--- config.mk ---
export PLATFORM = sky130hd
export DESIGN_NAME = html_tag_strip_entity_decode_core
export DESIGN_NICKNAME = d
export VERILOG_FILES = /design/src/hdl/htsed_pkg.sv /design/src/hdl/html_tag_strip_entity_decode_core.sv /design/src/hdl/htsed_ctrl.sv /design/src/hdl/htsed_dp.sv
export SDC_FILE = /design/constraint.sdc
export NUM_CORES = 1
export LEC_CHECK = 0
export BUFFER_PORTS_ARGS = -buffer_cell sky130_fd_sc_hd__buf_2
export CORE_AREA = 2 2 145 147
export DETAILED_ROUTE_END_ITERATION = 10
export DIE_AREA = 0 0 147 149
export RECOVER_POWER = 50
export SLEW_MARGIN = 5
export SYNTH_ARGS = -nofsm -noshare
export SYNTH_HDL_FRONTEND = slang
export SYNTH_SLANG_ARGS = --single-unit
--- constraint.sdc ---
create_clock -name clk -period 5 [get_ports clk]
set_clock_uncertainty 0.05 [all_clocks]
set_input_delay 1 -clock clk [delete_from_list [all_inputs] [get_ports clk]]
set_output_delay 1 -clock clk [all_outputs]
set_load 0.03 [all_outputs]
--- src/hdl/htsed_pkg.sv ---
// ----------------------------------------------------------------------------
// htsed_pkg: shared types, codes and tables for the HTML tag stripper
// Holds the payload structs, controller commands and the entity table.
// ----------------------------------------------------------------------------
package htsed_pkg;

  // Payload of one input transaction.
  typedef struct packed {
    logic [7:0] in_byte;
    logic       in_end;
  } in_item_t;

  // Payload of one result transaction.
  typedef struct packed {
    logic [7:0] out_byte;
    logic       out_end;
  } out_item_t;

  localparam logic [15:0] CAP_RESET = 16'd4096;

  // Lookahead kinds.
  localparam logic [1:0] KIND_NONE = 2'd0;
  localparam logic [1:0] KIND_TAG  = 2'd1;
  localparam logic [1:0] KIND_ENT  = 2'd2;

  // Datapath operations issued by the controller.
  localparam logic [2:0] OP_NONE   = 3'd0;
  localparam logic [2:0] OP_LOAD   = 3'd1;
  localparam logic [2:0] OP_ITEM   = 3'd2;
  localparam logic [2:0] OP_REPLAY = 3'd3;
  localparam logic [2:0] OP_PLAIN  = 3'd4;
  localparam logic [2:0] OP_TERM   = 3'd5;

  // Entity match outcomes.
  localparam logic [1:0] ENT_NONE   = 2'd0;
  localparam logic [1:0] ENT_PREFIX = 2'd1;
  localparam logic [1:0] ENT_FULL   = 2'd2;

  // Controller to datapath.
  typedef struct packed {
    logic [2:0] op;
    logic [2:0] idx;
  } cmd_t;

  // Datapath to controller.
  typedef struct packed {
    logic       item_end;
    logic       ent_pending;
    logic       ent_mismatch;
    logic [2:0] fill;
    logic       out_free;
  } status_t;

  typedef struct packed {
    logic [1:0] code;
    logic [7:0] value;
  } ent_res_t;

  // Entity names without the leading ampersand, padded with zeros.
  localparam logic [0:4][0:4][7:0] ENT_TEXT = '{
    '{"l", "t", ";", 8'h00, 8'h00},
    '{"g", "t", ";", 8'h00, 8'h00},
    '{"a", "m", "p", ";", 8'h00},
    '{"q", "u", "o", "t", ";"},
    '{"n", "b", "s", "p", ";"}
  };
  localparam logic [0:4][2:0] ENT_LEN = '{3'd3, 3'd3, 3'd4, 3'd5, 3'd5};
  localparam logic [0:4][7:0] ENT_VAL = '{"<", ">", "&", "\"", " "};

  // Compare the buffered bytes plus the new byte against every entity.
  // First letters are all distinct, so at most one entity can hit.
  function automatic ent_res_t ent_match(logic [3:0][7:0] la, logic [2:0] fill,
                                         logic [7:0] b);
    ent_res_t         r;
    logic [0:4][7:0]  cand;
    logic [2:0]       n;
    logic             hit;
    n = fill + 3'd1;
    for (int i = 0; i < 5; i++) begin
      if (3'(i) < fill) begin
        cand[i] = la[2'(i)];
      end else if (3'(i) == fill) begin
        cand[i] = b;
      end else begin
        cand[i] = 8'h00;
      end
    end
    r.code  = ENT_NONE;
    r.value = 8'h00;
    for (int e = 0; e < 5; e++) begin
      hit = (ENT_LEN[e] >= n);
      for (int i = 0; i < 5; i++) begin
        if ((3'(i) < n) && (ENT_TEXT[e][i] != cand[i])) begin
          hit = 1'b0;
        end
      end
      if (hit) begin
        if (ENT_LEN[e] == n) begin
          r.code  = ENT_FULL;
          r.value = ENT_VAL[e];
        end else begin
          r.code = ENT_PREFIX;
        end
      end
    end
    return r;
  endfunction

endpackage

--- src/hdl/html_tag_strip_entity_decode_core.sv ---
// ----------------------------------------------------------------------------
// html_tag_strip_entity_decode_core: HTML tag stripper with entity decoding
// An item is accepted and then evaluated; an entity that breaks replays the
// ampersand and each buffered byte before the byte itself, and an end item
// emits the terminator, after replaying an open entity. Output stalls hold it.
// Synchronous reset clears all string state and loads the capacity register
// with 4096; no clearing pass.
// ----------------------------------------------------------------------------
module html_tag_strip_entity_decode_core
  import htsed_pkg::*;
(
  input  logic        clk,
  input  logic        rst_n,
  input  logic        in_valid,
  output logic        in_stall,
  input  in_item_t    in_data,
  output logic        out_valid,
  input  logic        out_stall,
  output out_item_t   out_data,
  input  logic        cfg_we,
  input  logic [15:0] cfg_wdata
);

  cmd_t    cmd;
  status_t status;

  // Sequencer.
  htsed_ctrl u_ctrl (
    .clk      (clk),
    .rst_n    (rst_n),
    .in_valid (in_valid),
    .in_stall (in_stall),
    .status   (status),
    .cmd      (cmd)
  );

  // State and output datapath.
  htsed_dp u_dp (
    .clk       (clk),
    .rst_n     (rst_n),
    .in_data   (in_data),
    .cfg_we    (cfg_we),
    .cfg_wdata (cfg_wdata),
    .cmd       (cmd),
    .status    (status),
    .out_valid (out_valid),
    .out_stall (out_stall),
    .out_data  (out_data)
  );

endmodule

--- src/hdl/htsed_ctrl.sv ---
// ----------------------------------------------------------------------------
// htsed_ctrl: sequencing state machine
// Accepts one item, then walks the datapath through evaluation, the replay
// of a broken entity and the final plain byte or terminator.
// ----------------------------------------------------------------------------
module htsed_ctrl
  import htsed_pkg::*;
(
  input  logic    clk,
  input  logic    rst_n,
  input  logic    in_valid,
  output logic    in_stall,
  input  status_t status,
  output cmd_t    cmd
);

  localparam logic [1:0] ST_IDLE   = 2'd0;
  localparam logic [1:0] ST_EVAL   = 2'd1;
  localparam logic [1:0] ST_REPLAY = 2'd2;
  localparam logic [1:0] ST_FINAL  = 2'd3;

  logic [1:0] state_r, state_nxt;
  logic [2:0] idx_r, idx_nxt;

  // New transactions are taken only between items.
  assign in_stall = (state_r != ST_IDLE);

  // Next state and command decode.
  always_comb begin
    state_nxt = state_r;
    idx_nxt   = idx_r;
    cmd.op    = OP_NONE;
    cmd.idx   = idx_r;
    case (state_r)
      ST_IDLE: begin
        if (in_valid) begin
          cmd.op    = OP_LOAD;
          state_nxt = ST_EVAL;
        end
      end
      ST_EVAL: begin
        if (status.item_end) begin
          idx_nxt   = 3'd0;
          state_nxt = status.ent_pending ? ST_REPLAY : ST_FINAL;
        end else if (status.ent_mismatch) begin
          idx_nxt   = 3'd0;
          state_nxt = ST_REPLAY;
        end else if (status.out_free) begin
          cmd.op    = OP_ITEM;
          state_nxt = ST_IDLE;
        end
      end
      ST_REPLAY: begin
        // One buffered byte per cycle while the output is free: the ampersand first, then the letters.
        if (status.out_free) begin
          cmd.op = OP_REPLAY;
          if (idx_r == status.fill) begin
            idx_nxt   = 3'd0;
            state_nxt = ST_FINAL;
          end else begin
            idx_nxt = idx_r + 3'd1;
          end
        end
      end
      ST_FINAL: begin
        if (status.out_free) begin
          cmd.op    = status.item_end ? OP_TERM : OP_PLAIN;
          state_nxt = ST_IDLE;
        end
      end
      default: begin
        state_nxt = ST_IDLE;
      end
    endcase
  end

  // State registers.
  always_ff @(posedge clk) begin
    if (!rst_n) begin
      state_r <= ST_IDLE;
      idx_r   <= 3'd0;
    end else begin
      state_r <= state_nxt;
      idx_r   <= idx_nxt;
    end
  end

endmodule

--- src/hdl/htsed_dp.sv ---
// ----------------------------------------------------------------------------
// htsed_dp: string state, lookahead buffer and output register
// Carries out one controller operation per cycle and reports status back.
// ----------------------------------------------------------------------------
module htsed_dp
  import htsed_pkg::*;
(
  input  logic      clk,
  input  logic      rst_n,
  input  in_item_t  in_data,
  input  logic      cfg_we,
  input  logic [15:0] cfg_wdata,
  input  cmd_t      cmd,
  output status_t   status,
  output logic      out_valid,
  input  logic      out_stall,
  output out_item_t out_data
);

  logic [15:0]     cap_r;
  in_item_t        item_r, item_nxt;
  logic            inside_r, inside_nxt;
  logic [15:0]     wc_r, wc_nxt;
  logic [7:0]      last_r, last_nxt;
  logic [3:0][7:0] la_r, la_nxt;
  logic [2:0]      fill_r, fill_nxt;
  logic [1:0]      kind_r, kind_nxt;
  logic            out_valid_r, out_valid_nxt;
  out_item_t       out_data_r, out_data_nxt;

  logic [7:0]  b;
  logic        full;
  logic        nl_ok;
  logic        out_free;
  logic        emit_req;
  logic [7:0]  emit_val;
  logic        do_plain;
  logic        buffered;
  logic        tag_hit;
  logic [1:0]  rep_sel;
  ent_res_t    match;

  assign b        = item_r.in_byte;
  assign full     = ({1'b0, wc_r} + 17'd1) >= {1'b0, cap_r};
  assign nl_ok    = (wc_r != 16'd0) && (last_r != 8'h0A) &&
                    (({1'b0, wc_r} + 17'd2) < {1'b0, cap_r});
  assign out_free = !out_valid_r || !out_stall;
  assign match    = ent_match(la_r, fill_r, b);
  assign rep_sel  = 2'(cmd.idx - 3'd1);

  // A tag name opening with br or /p, seen at its second letter.
  assign tag_hit = (((la_r[0] == "b") || (la_r[0] == "B")) && ((b == "r") || (b == "R"))) ||
                   ((la_r[0] == "/") && ((b == "p") || (b == "P")));

  // Status for the controller.
  assign status.item_end     = item_r.in_end;
  assign status.ent_pending  = (kind_r == KIND_ENT);
  assign status.ent_mismatch = !item_r.in_end && (kind_r == KIND_ENT) && !full &&
                               (match.code == ENT_NONE);
  assign status.fill         = fill_r;
  assign status.out_free     = out_free;

  assign out_valid = out_valid_r;
  assign out_data  = out_data_r;

  // Operation decode.
  always_comb begin
    item_nxt      = item_r;
    inside_nxt    = inside_r;
    wc_nxt        = wc_r;
    last_nxt      = last_r;
    la_nxt        = la_r;
    fill_nxt      = fill_r;
    kind_nxt      = kind_r;
    out_valid_nxt = out_valid_r && out_stall;
    out_data_nxt  = out_data_r;
    emit_req      = 1'b0;
    emit_val      = b;
    do_plain      = 1'b0;
    buffered      = 1'b0;

    case (cmd.op)
      OP_LOAD: begin
        item_nxt = in_data;
      end
      OP_ITEM: begin
        if (!full) begin
          if (kind_r == KIND_TAG) begin
            // First letters of a tag name decide on a line break.
            if (fill_r == 3'd0) begin
              if ((b == "p") || (b == "P")) begin
                emit_req = nl_ok;
                emit_val = 8'h0A;
              end else if ((b == "b") || (b == "B") || (b == "/")) begin
                la_nxt[0] = b;
                fill_nxt  = 3'd1;
                buffered  = 1'b1;
              end
            end else if (tag_hit) begin
              emit_req = nl_ok;
              emit_val = 8'h0A;
            end
            if (!buffered) begin
              kind_nxt = KIND_NONE;
              fill_nxt = 3'd0;
              if (b == ">") begin
                inside_nxt = 1'b0;
              end
            end
          end else if (kind_r == KIND_ENT) begin
            // Entity still matching or complete; a mismatch is replayed.
            case (match.code)
              ENT_PREFIX: begin
                la_nxt[fill_r[1:0]] = b;
                fill_nxt            = fill_r + 3'd1;
              end
              ENT_FULL: begin
                kind_nxt = KIND_NONE;
                fill_nxt = 3'd0;
                emit_req = 1'b1;
                emit_val = match.value;
              end
              default: begin
              end
            endcase
          end else begin
            do_plain = 1'b1;
          end
        end
      end
      OP_REPLAY: begin
        emit_req = 1'b1;
        emit_val = (cmd.idx == 3'd0) ? "&" : la_r[rep_sel];
      end
      OP_PLAIN: begin
        kind_nxt = KIND_NONE;
        fill_nxt = 3'd0;
        do_plain = 1'b1;
      end
      OP_TERM: begin
        if (cap_r != 16'd0) begin
          out_valid_nxt         = 1'b1;
          out_data_nxt.out_byte = 8'h00;
          out_data_nxt.out_end  = 1'b1;
        end
        inside_nxt = 1'b0;
        wc_nxt     = 16'd0;
        last_nxt   = 8'h00;
        fill_nxt   = 3'd0;
        kind_nxt   = KIND_NONE;
      end
      default: begin
      end
    endcase

    // Ordinary text byte handling.
    if (do_plain && !full) begin
      if (inside_r) begin
        if (b == ">") begin
          inside_nxt = 1'b0;
        end
      end else if (b == "<") begin
        inside_nxt = 1'b1;
        kind_nxt   = KIND_TAG;
        fill_nxt   = 3'd0;
      end else if (b == "&") begin
        kind_nxt = KIND_ENT;
        fill_nxt = 3'd0;
      end else if (b != 8'h0D) begin
        emit_req = 1'b1;
        emit_val = (b == 8'h09) ? " " : b;
      end
    end

    // Single text emission, refused once the buffer is full.
    if (emit_req && !full) begin
      out_valid_nxt         = 1'b1;
      out_data_nxt.out_byte = emit_val;
      out_data_nxt.out_end  = 1'b0;
      wc_nxt                = wc_r + 16'd1;
      last_nxt              = emit_val;
    end
  end

  // Control and string state.
  always_ff @(posedge clk) begin
    if (!rst_n) begin
      cap_r       <= CAP_RESET;
      inside_r    <= 1'b0;
      wc_r        <= 16'd0;
      last_r      <= 8'h00;
      fill_r      <= 3'd0;
      kind_r      <= KIND_NONE;
      out_valid_r <= 1'b0;
    end else begin
      if (cfg_we) begin
        cap_r <= cfg_wdata;
      end
      inside_r    <= inside_nxt;
      wc_r        <= wc_nxt;
      last_r      <= last_nxt;
      fill_r      <= fill_nxt;
      kind_r      <= kind_nxt;
      out_valid_r <= out_valid_nxt;
    end
  end

  // Payload registers.
  always_ff @(posedge clk) begin
    item_r     <= item_nxt;
    la_r       <= la_nxt;
    out_data_r <= out_data_nxt;
  end

endmodule
**Word level (Yosys, flattened, before mapping)**

Cells that the tools add are included.

- Register bits: 102
- Bits of input ports: 30
- Output and inout bits: 11

- Add/subtract/negate cells: 6
- Order comparisons: 18
- Equality and inequality tests: 60
- Multiplexer cells: 160
- Bitwise logic cells: 2
- Reductions and logical operators: 62

Operators with widths:

| cell | number |
|---|---|
| two-way mux 8 bit | 38 |
| != test 7 x 8 -> 1 bit (first input constant) | 14 |
| == test 8 x 7 -> 1 bit (second input constant) | 8 |
| two-way mux 1 bit | 60 |
| two-way mux 3 bit | 18 |
| two-way mux 10 bit | 5 |
| == test 8 x 6 -> 1 bit (second input constant) | 5 |
| two-way mux 2 bit | 20 |
| bitwise mux 32 bit | 1 |
| two-way mux 16 bit | 2 |
| nonzero test 16 bit | 2 |
| logical AND 1 bit | 30 |
| two-way mux 9 bit | 3 |
| != test 6 x 8 -> 1 bit (first input constant) | 3 |
| case mux 3 bit (2 select lines) | 3 |
| adder 16 x 1 -> 17 bit (second input constant) | 1 |
| adder 16 x 2 -> 17 bit (second input constant) | 1 |
| greater-or-equal comparator 17 x 16 -> 1 bit | 1 |
| less-than comparator 17 x 16 -> 1 bit | 1 |
| adder 16 x 1 -> 16 bit (second input constant) | 1 |
| binary-select mux 8 bit (select 2 bit) | 1 |
| demux 8 bit (select 2 bit) | 1 |
| != test 8 x 4 -> 1 bit (second input constant) | 2 |
| case mux 8 bit (2 select lines) | 1 |
| other kinds (39) | 86 |

**Longest topological paths before layout**

Gate-level depths: netlist (run 1).

- Depth after elaboration: 34
- Gate-level depth with buffers: 22
- Gate-level depth less buffers: 19

**Hierarchy**

From an unflattened synthesis (run 1), not the netlist that was laid out.

- Cell total of the unflattened synthesis: 746
- Area total of the unflattened synthesis: 6,756.5 um^2

By module, submodules not included:

| module | times used | cells each | area an instance (um^2) | seq. area each (um^2) |
|---|---|---|---|---|
| htsed_dp | 1 | 700 | 6,409.9 | 2,432.3 |
| htsed_ctrl | 1 | 46 | 346.6 | 100.1 |

**Worst setup path before layout (run 1)**

No wires, ideal clock.

- Path type: reg-to-reg
- From: register u_dp.fill_r[0]
- To: register u_dp.la_r[0] (netlist name), enable pin
- Library setup time: 419 ps
- Arrival: 4,939 ps
- Path slack: -409 ps
- Cell stages (with the launch flop): 19
- Cells stage by stage: dfxtp_1 > clkbuf_1 > inv_1 > ha_1 > nand3_1 > nor3_1 > a31o_2 > o21ai_0 > a211oi_1 > or4b_2 > a41o_1 > ha_1 > nand2_1 > or4_4 > o211ai_2 > a21o_1 > nor2_1 > inv_1 > a2111oi_0

- Cells in the longest elaborated chain, start to end: 22
- Elaborated cells on any way between the ends: 111

RTL lines:

| what | RTL line | text |
|---|---|---|
| start: declaration | htsed_dp.sv:26 | `logic [2:0] fill_r, fill_nxt;` |
| start signal: assignment | htsed_dp.sv:202 | `fill_r <= fill_nxt;` |
| branches (longest 21 deep; another with adder 3 x 1 -> 3 bit) | - |  |
| AND reduction 7 bit (no line) * | - |  |
| end signal: assignment | htsed_dp.sv:211 | `la_r <= la_nxt;` |
| end: declaration | htsed_dp.sv:25 | `logic [3:0][7:0] la_r, la_nxt;` |

Mark *: on every way between the ends. The select of a mux whose other input is x is not followed.
A chain may end at the register's enable or synchronous reset.

**Worst setup path after layout (run 1)**

- From: register u_dp.fill_r[0]
- To: register u_dp.last_r[4]

- Cells in the longest elaborated chain, start to end: 30
- Elaborated cells on any way between the ends: 143

RTL lines:

| what | RTL line | text |
|---|---|---|
| branches (longest 30 deep; another with adder 3 x 1 -> 3 bit) | - |  |
| end signal: assignment | htsed_dp.sv:201 | `last_r <= last_nxt;` |
| end: declaration | htsed_dp.sv:24 | `logic [7:0] last_r, last_nxt;` |

Several ways; the timed one is not identified. The select of a mux whose other input is x is not followed.

==> results.cfg, run 1 <==
[cts]
cts_tree = built
cts-root-buf = clkbuf_16
clk_latency_ns = 0.36
clkSinkCount = 102
ctsLongestPathBuffers = 2
htreeDepth = 3
clkTransAtPathRegs_ns = 0.08
numCtsBuffers = 9

[routing]
ant_nets = 0
drt_iter0_markers = 491
wire_per_inst_um = 18.3
drt_first_pass_iters = 5
viasPerCell = 5.48
wl_mm = 20.4
vias = 6122
drc_errors = 0

[global_routing]
first_global_vias = 5879
grt_pass1_wl_mm = 32.2
antenna_found_initial = 0
grt_overflow = 0
grt_usage_pct = 18.8
grt_max_degree = 45

[worst_setup_path]
cp.arrival_ns = 5.03
worstSetupEndpointType = register
crit_slowest_cell = or4b_2
criticalPathCategory = reg2reg
required_ns = 5.20
crit_chain = inv_1 -> ha_1 -> nand3_1 -> nor3_2 -> a31o_2 -> o21ai_0 -> a211oi_1 -> or4b_2 -> a41o_1 -> ha_1 -> nand2_1 -> or4_4 -> nor2_1 -> a211o_1 -> a2111o_4 -> o21a_1 -> buf_4 -> and3_1 -> o21a_1
path_buf_inv = 2
path_max_fanout = 16
slowest_delay_ns = 0.63
crit_family = compound AO/OA/AOI/OAI gates
setup.worst_path.start_class = register

[sta]
hold_viol = 0
slew_viol_final = 0
timing.final.crit_share_pct = 96.6
tightest_slew_ns = 0.786
max_freq_mhz = 207
relSlewSlack_pct = 47.4
rsz0062_at_grt = yes
period_needed_ns = 4.83
setup_tns_ns = 0
setup_viol = 0
hold_slack_ns = 0.420

[synth]
synthTopCellsByArea = edfxtp_1 (21%), dfxtp_1 (15%), ha_1 (9.2%)
syn_area_mm2 = 0.00705
async_reset_ff_share_pct = 0
synth_flop_cell = dfxtp_1
synthCells = 794
synth_top_area_share_pct = 20.9
yosys.area.top_type = edfxtp_1
synth.most_common_cell = nand2_1
synth_cell_types = 84
synth_edf_count = 49
synth_seq_area_share_pct = 35.9
syn_avg_cell_area_um2 = 8.88
synth_common_cells = nand2_1 (78), nor2_1 (69), a21oi_1 (56)
synth_nets = 876
ys_ff_latch = 102
yosysWarnings = 0

[power_and_ir_drop]
power_per_cell_area_mw_per_mm2 = 228
leakagePower_nw = 3.13
peakVddDrop_v = 0.000143

[cells_and_area]
fill_cells = 2109
area_delta_synth_final_pct = 13.1
nets = 919
n_antenna_cell = 0
drive_gt1_share_pct = 16.5
regArea_mm2 = 0.00253
multiInputGateArea_mm2 = 0.00416
fin_util_pct = 38.8

[floorplan]
pin_count = 41
die_area_mm2 = 0.0219
rows = 53
core_area_mm2 = 0.0206
initial_core_util_pct = 34.3
die_width_um = 147
fp.dieH_um = 149

[run]
maxCapViolCount = 0

[placed_design]
portBuffers = 40
hpwl_mm = 15.4
gp_congestion = 0.927

[outcome]
outcome = complete, no violations

[hold_path]
hp-class = reg2reg
-- stage by stage --
stage                     setup WS, ns  instance area (um^2)  instances  total power (W)
after floorplan                  0.150                  7060        794          0.00106
after global placement           0.265                  7650       1099          0.00112
after global routing           -0.0263                  7980       1117          0.00188
final                            0.171                  7980       1117          0.00182
after detailed placement         0.176                  7650       1099          0.00113
after CTS                        0.141                  7940       1115          0.00183
-- final cells by class --
class / count / area share [%]
clock buffer: 9 / 2.82
clock inverter: 7 / 0.816
inverter: 45 / 2.12
multi-input combinational: 601 / 52.1
sequential: 102 / 31.8
tap: 275 / 4.31
timing repair buffer: 78 / 6.09
-- registers in the layout, indices dropped and copies added, names as in the netlist --
name,flops
u_dp.la_r,32
u_dp.cap_r,16
u_dp.wc_r,16
u_dp.out_data,9
u_dp.b,8
u_dp.last_r,8
u_ctrl.idx_r,3
u_dp.fill_r,3
u_ctrl.state_r,2
u_dp.kind_r,2
u_dp.inside_r,1
u_dp.out_valid,1
u_dp.status,1
-- path summary, 6_finish.rpt --
path,from,slack (ns),endpoint,cells after the start
worst max register to register,u_dp.fill_r[0]$_SDFF_PN0_,0.17,u_dp.last_r[4]$_SDFFE_PN0P_,19
worst max-delay path,u_dp.fill_r[0]$_SDFF_PN0_,0.17,u_dp.last_r[4]$_SDFFE_PN0P_,19
worst min register to register,u_dp.last_r[1]$_SDFFE_PN0P_,0.42,u_dp.last_r[1]$_SDFFE_PN0P_,2
worst min-delay path,u_dp.last_r[1]$_SDFFE_PN0P_,0.42,u_dp.last_r[1]$_SDFFE_PN0P_,2
-- logic make-up after synthesis --
kind of cell	count (synthesis)	share of synthesized area, %
and+or+nand+nor	319	23.6
AOI/OAI and AO/OA	178	17.4
DFF	102	35.9
buffers and inverters	91	5.60
adders and majority gates	52	9.22
xor gates and xnor gates	27	3.35
muxes	25	4.97
-- cell usage in the layout, fill, tap and decap left out, types with 16 or more instances in the layout --
master / count
nand3_1: 45
o21ai_0: 33
nor3_1: 16
nor2_1: 68
nand2_1: 78
dfxtp_1: 52
a21oi_1: 56
buf_2: 40
xnor2_1: 16
buf_4: 36
inv_1: 44
ha_1: 52
edfxtp_1: 49
mux2i_1: 17
-- worst register-to-register path, delay by kind of cell (launching register included) --
kind / cells / cell delay [ns]
buf+inv: 2 / 0.35
flops: 1 / 0.39
simple gates: 7 / 1.38
fa+ha+maj: 2 / 0.41
compound gates: 8 / 2.16
-- layer usage --
| metal | wire, um | global-route usage, % |
|---|---|---|
| met5 | 0 | 0 |
| met4 | 450 | 5.87 |
| met3 | 1090 | 2.84 |
| met2 | 9650 | 31.7 |
| met1 | 9220 | 24.9 |
-- power by group --
group          internal, W  total (W)  switching (W)
Sequential        0.000893   0.000913      0.0000197
Combinational    0.0000723   0.000198       0.000126
Clock             0.000350   0.000705       0.000356
Total              0.00132    0.00182       0.000501
-- repair_timing --
action                                  CTS  global route
endpoints found under the setup margin    0            38
hold buffers                              0             0
resized for setup                         0             8
buffers inserted                          0             2
Note: power is estimated with default switching activity, not from simulation.
==> inputs of run 2 (changes only) <==
--- a/config.mk
+++ b/config.mk
@@ -5,10 +5,12 @@
 export SDC_FILE = /design/constraint.sdc
 export NUM_CORES = 1
 export LEC_CHECK = 0
+export ABC_AREA = 1
 export BUFFER_PORTS_ARGS = -buffer_cell sky130_fd_sc_hd__buf_2
-export CORE_AREA = 2 2 145 147
+export CORE_AREA = 2 2 148 150
 export DETAILED_ROUTE_END_ITERATION = 10
-export DIE_AREA = 0 0 147 149
+export DIE_AREA = 0 0 150 152
+export PLACE_DENSITY = 0.58
 export RECOVER_POWER = 50
 export SLEW_MARGIN = 5
 export SYNTH_ARGS = -nofsm -noshare
==> results.cfg, run 2 <==
[outcome]
outcome = complete, no violations

[floorplan]
rows = 54
die_area_mm2 = 0.0228
die_width_um = 150
pin_count = 41
core_area_mm2 = 0.0214
fp.dieH_um = 152
initial_core_util_pct = 34.3

[cells_and_area]
reg_top3 = u_dp.la_r: 32 flops, u_dp.cap_r: 16 flops, u_dp.wc_r: 16 flops
largest_reg_flops = 32
fill_cells = 2310
multiInputGateArea_mm2 = 0.00404
regMostFlops = u_dp.la_r
layout_commonest_cell = nand2_1
nets = 1114
n_antenna_cell = 0
final_cell_mix = nand2_1 (179), inv_1 (148), nor2_1 (97), a21oi_1 (75), o21ai_0 (64)
drive_gt1_share_pct = 8.88
final_cell_count_no_fill = 1316
regArea_mm2 = 0.00253
area_delta_synth_final_pct = 10.3

[sta]
setup_viol = 0
hold_slack_ns = 0.418
hold_viol = 0
relSlewSlack_pct = 29.4
period_needed_ns = 4.56
tightest_slew_ns = 1.06
slew_viol_final = 0
rsz0062_at_grt = no
max_freq_mhz = 219
setup_tns_ns = 0
timing.final.crit_share_pct = 91.1
setup_ws_ns = 0.443

[synth]
yosysWarnings = 0
synth_nets = 1078
synth_common_cells = nand2_1 (180), inv_1 (148), nor2_1 (97)
yosys.area.top_type = edfxtp_1
synth_top_area_share_pct = 20.1
ys_ff_latch = 102
synth_edf_count = 49
syn_avg_cell_area_um2 = 7.37
synth.most_common_cell = nand2_1
synthCells = 995
async_reset_ff_share_pct = 0
synth_flop_cell = dfxtp_1
syn_area_mm2 = 0.00733
synth_cell_types = 55
synthTopCellsByArea = edfxtp_1 (20%), dfxtp_1 (14%), nand2_1 (9.2%)
synth_seq_area_share_pct = 34.6

[routing]
viasPerCell = 5.21
vias = 6857
drt_iter0_markers = 481
drt_first_pass_iters = 5
drc_errors = 0
ant_nets = 0
wire_per_inst_um = 16.7
wl_mm = 21.9

[placed_design]
dp_slack_ns = 0.338
gp_congestion = 0.973
hpwl_mm = 17.1
portBuffers = 40
placed_cells = 1300

[global_routing]
grt_max_degree = 30
grt_overflow = 0
grt_usage_pct = 19.7
grt_pass1_wl_mm = 35.1
antenna_found_initial = 0
first_global_vias = 6648

[hold_path]
hp-class = reg2reg

[power_and_ir_drop]
seqPwrFrac_pct = 47.9
leakagePower_nw = 3.60
switchingPower_w = 0.000608
pwr-share-comb_pct = 16.4
power_frac_clock_pct = 35.7
internal-power_w = 0.00135
peakVddDrop_v = 0.000135
power_per_cell_area_mw_per_mm2 = 242
switching_share_pct = 31.1
total_power_w = 0.00196

[worst_setup_path]
criticalPathCategory = reg2reg
setup.worst_path.start_class = register
cp.arrival_ns = 4.58
path_buf_inv = 5
crit_slowest_cell = dfxtp_2
reg2reg_slack_ns = 0.44
worstSetupEndpointType = register
slowest_delay_ns = 0.45
crit_family = simple AND/OR/NAND/NOR gates
path_max_fanout = 8
required_ns = 5.03

[cts]
cts_tree = built
numCtsBuffers = 9
clkTransAtPathRegs_ns = 0.07
cts-root-buf = clkbuf_16
htreeDepth = 3
clk_latency_ns = 0.37
cts_setup_buffers = 0
clkSinkCount = 102
ctsLongestPathBuffers = 2

[run]
maxCapViolCount = 0
==> run 2: worst min-delay path: stages (launching register included) <==
cell and delay [ns]:
dfxtp_1 0.32, inv_1 0.05, a21oi_1 0.05
==> run 2: power groups by stage <==
stage / Combinational, W / Sequential (W) / Clock [W]
after detailed placement: 0.000321 / 0.000957 / 0
after floorplan: 0.000222 / 0.000953 / 0
after global placement: 0.000321 / 0.000957 / 0
after global routing: 0.000363 / 0.000942 / 0.000753
final: 0.000321 / 0.000938 / 0.000698
after CTS: 0.000322 / 0.000938 / 0.000718
==> run 2: worst paths after layout <==
kind                                                      end  depth (start not counted)                           from
worst max-delay path                  u_dp.la_r[13]$_DFFE_PP_                         25      u_dp.fill_r[1]$_SDFF_PN0_
worst min-delay path            u_dp.out_data[0]$_SDFFE_PN0P_                          2  u_dp.out_data[0]$_SDFFE_PN0P_
worst max register to register        u_dp.la_r[13]$_DFFE_PP_                         25      u_dp.fill_r[1]$_SDFF_PN0_
worst min register to register  u_dp.out_data[0]$_SDFFE_PN0P_                          2  u_dp.out_data[0]$_SDFFE_PN0P_
==> run 2: layer usage <==
| metal | share of wire [%] | GRT usage (%) | wire [um] | up-vias |
|---|---|---|---|---|
| met4 | 3.2 | 8.13 | 706 | 0 |
| met5 | 0 | 0 | 0 | - |
| li1 | - | - | - | 3442 |
| met3 | 5.3 | 3.21 | 1160 | 55 |
| met1 | 42 | 24.4 | 9250 | 3153 |
| met2 | 49 | 33.8 | 10800 | 207 |
==> run 2: cell type report <==
cell class              count  share of cell area, %
clock inverters             6                  0.697
repair buffers             55                   3.54
multi-input cells         708                   50.0
well taps                 280                   4.33
flip-flops and latches    102                   31.3
inverters                 155                   7.21
clock buffers              10                   2.83
==> run 2: kinds of logic after synthesis <==
kind of cell	Yosys count	synth area share (%)
AOI/OAI and AO/OA	194	15.2
xor gates and xnor gates	20	2.39
adders and majority gates	53	9.05
buffers and inverters	185	10.4
DFF	102	34.6
muxes	1	0.137
and+or+nand+nor	440	28.3
==> run 2: stage by stage <==
step | instance area [um^2] | utilization, %
final | 8080 | 37.9
after detailed placement | 7820 | 36.6
after global routing | 8080 | 37.9
after global placement | 7820 | 36.6
after CTS | 8100 | 37.9
after floorplan | 7330 | -
==> run 2: repair_timing <==
item                                    4_1_cts  5_1_grt
resized for setup                             0        5
endpoints found under the setup margin        0       69
hold buffers                                  0        0
==> inputs of run 3 (changes only) <==
--- a/config.mk
+++ b/config.mk
@@ -10,6 +10,7 @@
 export CORE_AREA = 2 2 148 150
 export DETAILED_ROUTE_END_ITERATION = 10
 export DIE_AREA = 0 0 150 152
+export GPL_TIMING_DRIVEN = 0
 export PLACE_DENSITY = 0.58
 export RECOVER_POWER = 50
 export SLEW_MARGIN = 5
==> results.cfg, run 3 (synthesis gave the netlist of run 2 again) <==
[outcome]
outcome = complete, no violations

[worst_setup_path]
cp-endpoint = u_dp.la_r[21]$_DFFE_PP_
setup.worst_path.start_class = register
worstSetupEndpointType = register
required_ns = 4.99
reg2reg_slack_ns = 0.28
path_max_fanout = 11
reg2regPathDepth = 26
rr_endpoint = u_dp.la_r[21]$_DFFE_PP_
criticalPathCategory = reg2reg
cp.arrival_ns = 4.71
critPathLaunch = u_dp.fill_r[0]$_SDFF_PN0_
r2r-start = u_dp.fill_r[0]$_SDFF_PN0_

[sta]
slew_viol_final = 0
timing.final.crit_share_pct = 94.4
tightest_slew_ns = 0.738
hold_viol = 0
max_freq_mhz = 212
setup_viol = 0
period_needed_ns = 4.72
relSlewSlack_pct = 50.8
setup_ws_ns = 0.279

[cts]
postCtsHoldBufs = 0
ctsLongestPathBuffers = 2
clkTransAtPathRegs_ns = 0.08
clk_latency_ns = 0.36
clkSinkCount = 102
numCtsBuffers = 9
htreeDepth = 3
cts_tree = built
cts-root-buf = clkbuf_16

[global_routing]
grt_pass1_wl_mm = 35.1
grt_overflow = 0
first_global_vias = 6738
antenna_found_initial = 0
grt_max_degree = 19
grt_usage_pct = 19.6

[power_and_ir_drop]
power_per_cell_area_mw_per_mm2 = 243
total_power_w = 0.00201
peakVddDrop_v = 0.000177
leakagePower_nw = 3.65

[placed_design]
gp_congestion = 0.954
dp_slack_ns = -0.693
hpwl_mm = 17.4
portBuffers = 40
placed_cells = 1315

[cells_and_area]
largest_reg_flops = 32
fin_util_pct = 38.8
layout_commonest_cell = nand2_1
drive_gt1_share_pct = 10.4
nets = 1130
n_antenna_cell = 0
area_delta_synth_final_pct = 12.9
fill_cells = 2308
final_cell_count_no_fill = 1332
reg_top3 = u_dp.la_r: 32 flops, u_dp.cap_r: 16 flops, u_dp.wc_r: 16 flops
final_cell_mix = nand2_1 (178), inv_1 (147), nor2_1 (93), a21oi_1 (75), nand3_1 (62)
regMostFlops = u_dp.la_r

[routing]
viasPerCell = 5.15
wire_per_inst_um = 16.6
ant_nets = 0
vias = 6865
drc_errors = 0
drt_first_pass_iters = 5
drt_iter0_markers = 368
wl_mm = 22.1

[hold_path]
hp-class = reg2reg
min-delay-start = u_dp.out_data[0]$_SDFFE_PN0P_

[run]
maxCapViolCount = 0

[floorplan]
die_width_um = 150
initial_core_util_pct = 34.3
rows = 54
pin_count = 41
core_area_mm2 = 0.0214
die_area_mm2 = 0.0228
fp.dieH_um = 152
run 3: area by class of cell:
type / count / area (um^2) / share of cell area, %
plain buffers: 30 / 193 / 2.33
well taps: 280 / 350 / 4.23
clock inverters: 7 / 77.6 / 0.938
inverters: 155 / 588 / 7.11
repair buffers: 41 / 191 / 2.31
flip-flops and latches: 102 / 2530 / 30.6
multi-input cells: 708 / 4110 / 49.7
clock buffers: 9 / 225 / 2.72
run 3: metrics by stage:
stage | cell area, um^2 | hold WS, ns | TNS [ns]
finish | 8270 | 0.405 | 0
global route | 8270 | 0.447 | -0.0170
CTS | 8230 | 0.409 | 0
detailed placement | 7880 | 0.399 | -23.96
global placement | 7880 | 0.391 | -23.71
floorplan | 7330 | 0.407 | 0
run 3: repair_timing:
action,in CTS,in global routing
resized for setup,15,18
endpoints found under the setup margin,57,51
pin swaps,3,7
buffers inserted,0,1
run 3: how the worst min path moves through the flow:
stage	depth (start not counted)	slack [ns]	end
2_1_floorplan	2	0.41	u_dp.last_r[1]$_SDFFE_PN0P_
3_3_place_gp	2	0.39	u_dp.out_data[0]$_SDFFE_PN0P_
3_5_place_dp	2	0.40	u_dp.out_data[0]$_SDFFE_PN0P_
4_1_cts	2	0.41	u_dp.out_data[0]$_SDFFE_PN0P_
5_1_grt	2	0.45	u_dp.out_data[0]$_SDFFE_PN0P_
6_report	2	0.40	u_dp.out_data[0]$_SDFFE_PN0P_
run 3: worst max-delay path: stages, from the launching register on:
cell and delay [ns]:
dfxtp_2 0.38, buf_8 0.15, clkinv_4 0.12, ha_1 0.24
nand2_1 0.14, inv_1 0.11, nand3_1 0.08, o21ai_1 0.14
nor4_2 0.35, nand4_1 0.15, a221oi_2 0.29, nand3_1 0.10
nand4_1 0.16, inv_1 0.09, ha_1 0.21, nand2_1 0.06
nor2_1 0.05, nand4_2 0.12, nand2_2 0.11, nand2_4 0.10
nand2_2 0.10, nor2_4 0.17, buf_6 0.15, inv_1 0.09
nor3_2 0.20, nand3_2 0.19, nor2_4 0.28
run 3: metal layers:
layer	GRT usage [%]	up-vias	wire, um	share of wire, %
met3	3.27	52	1010	4.6
met4	7.46	0	827	3.7
met5	0	-	0	0
li1	-	3475	-	-
met2	34.0	201	10700	48
met1	24.1	3137	9540	43
run 3: power by group:
group / total, W / leakage [nW] / internal [W] / switching (W)
clock: 0.000738 / 0.143 / 0.000395 / 0.000343
combinational: 0.000340 / 2.61 / 0.000105 / 0.000236
sequential: 0.000936 / 0.888 / 0.000906 / 0.0000300
total: 0.00201 / 3.65 / 0.00141 / 0.000609
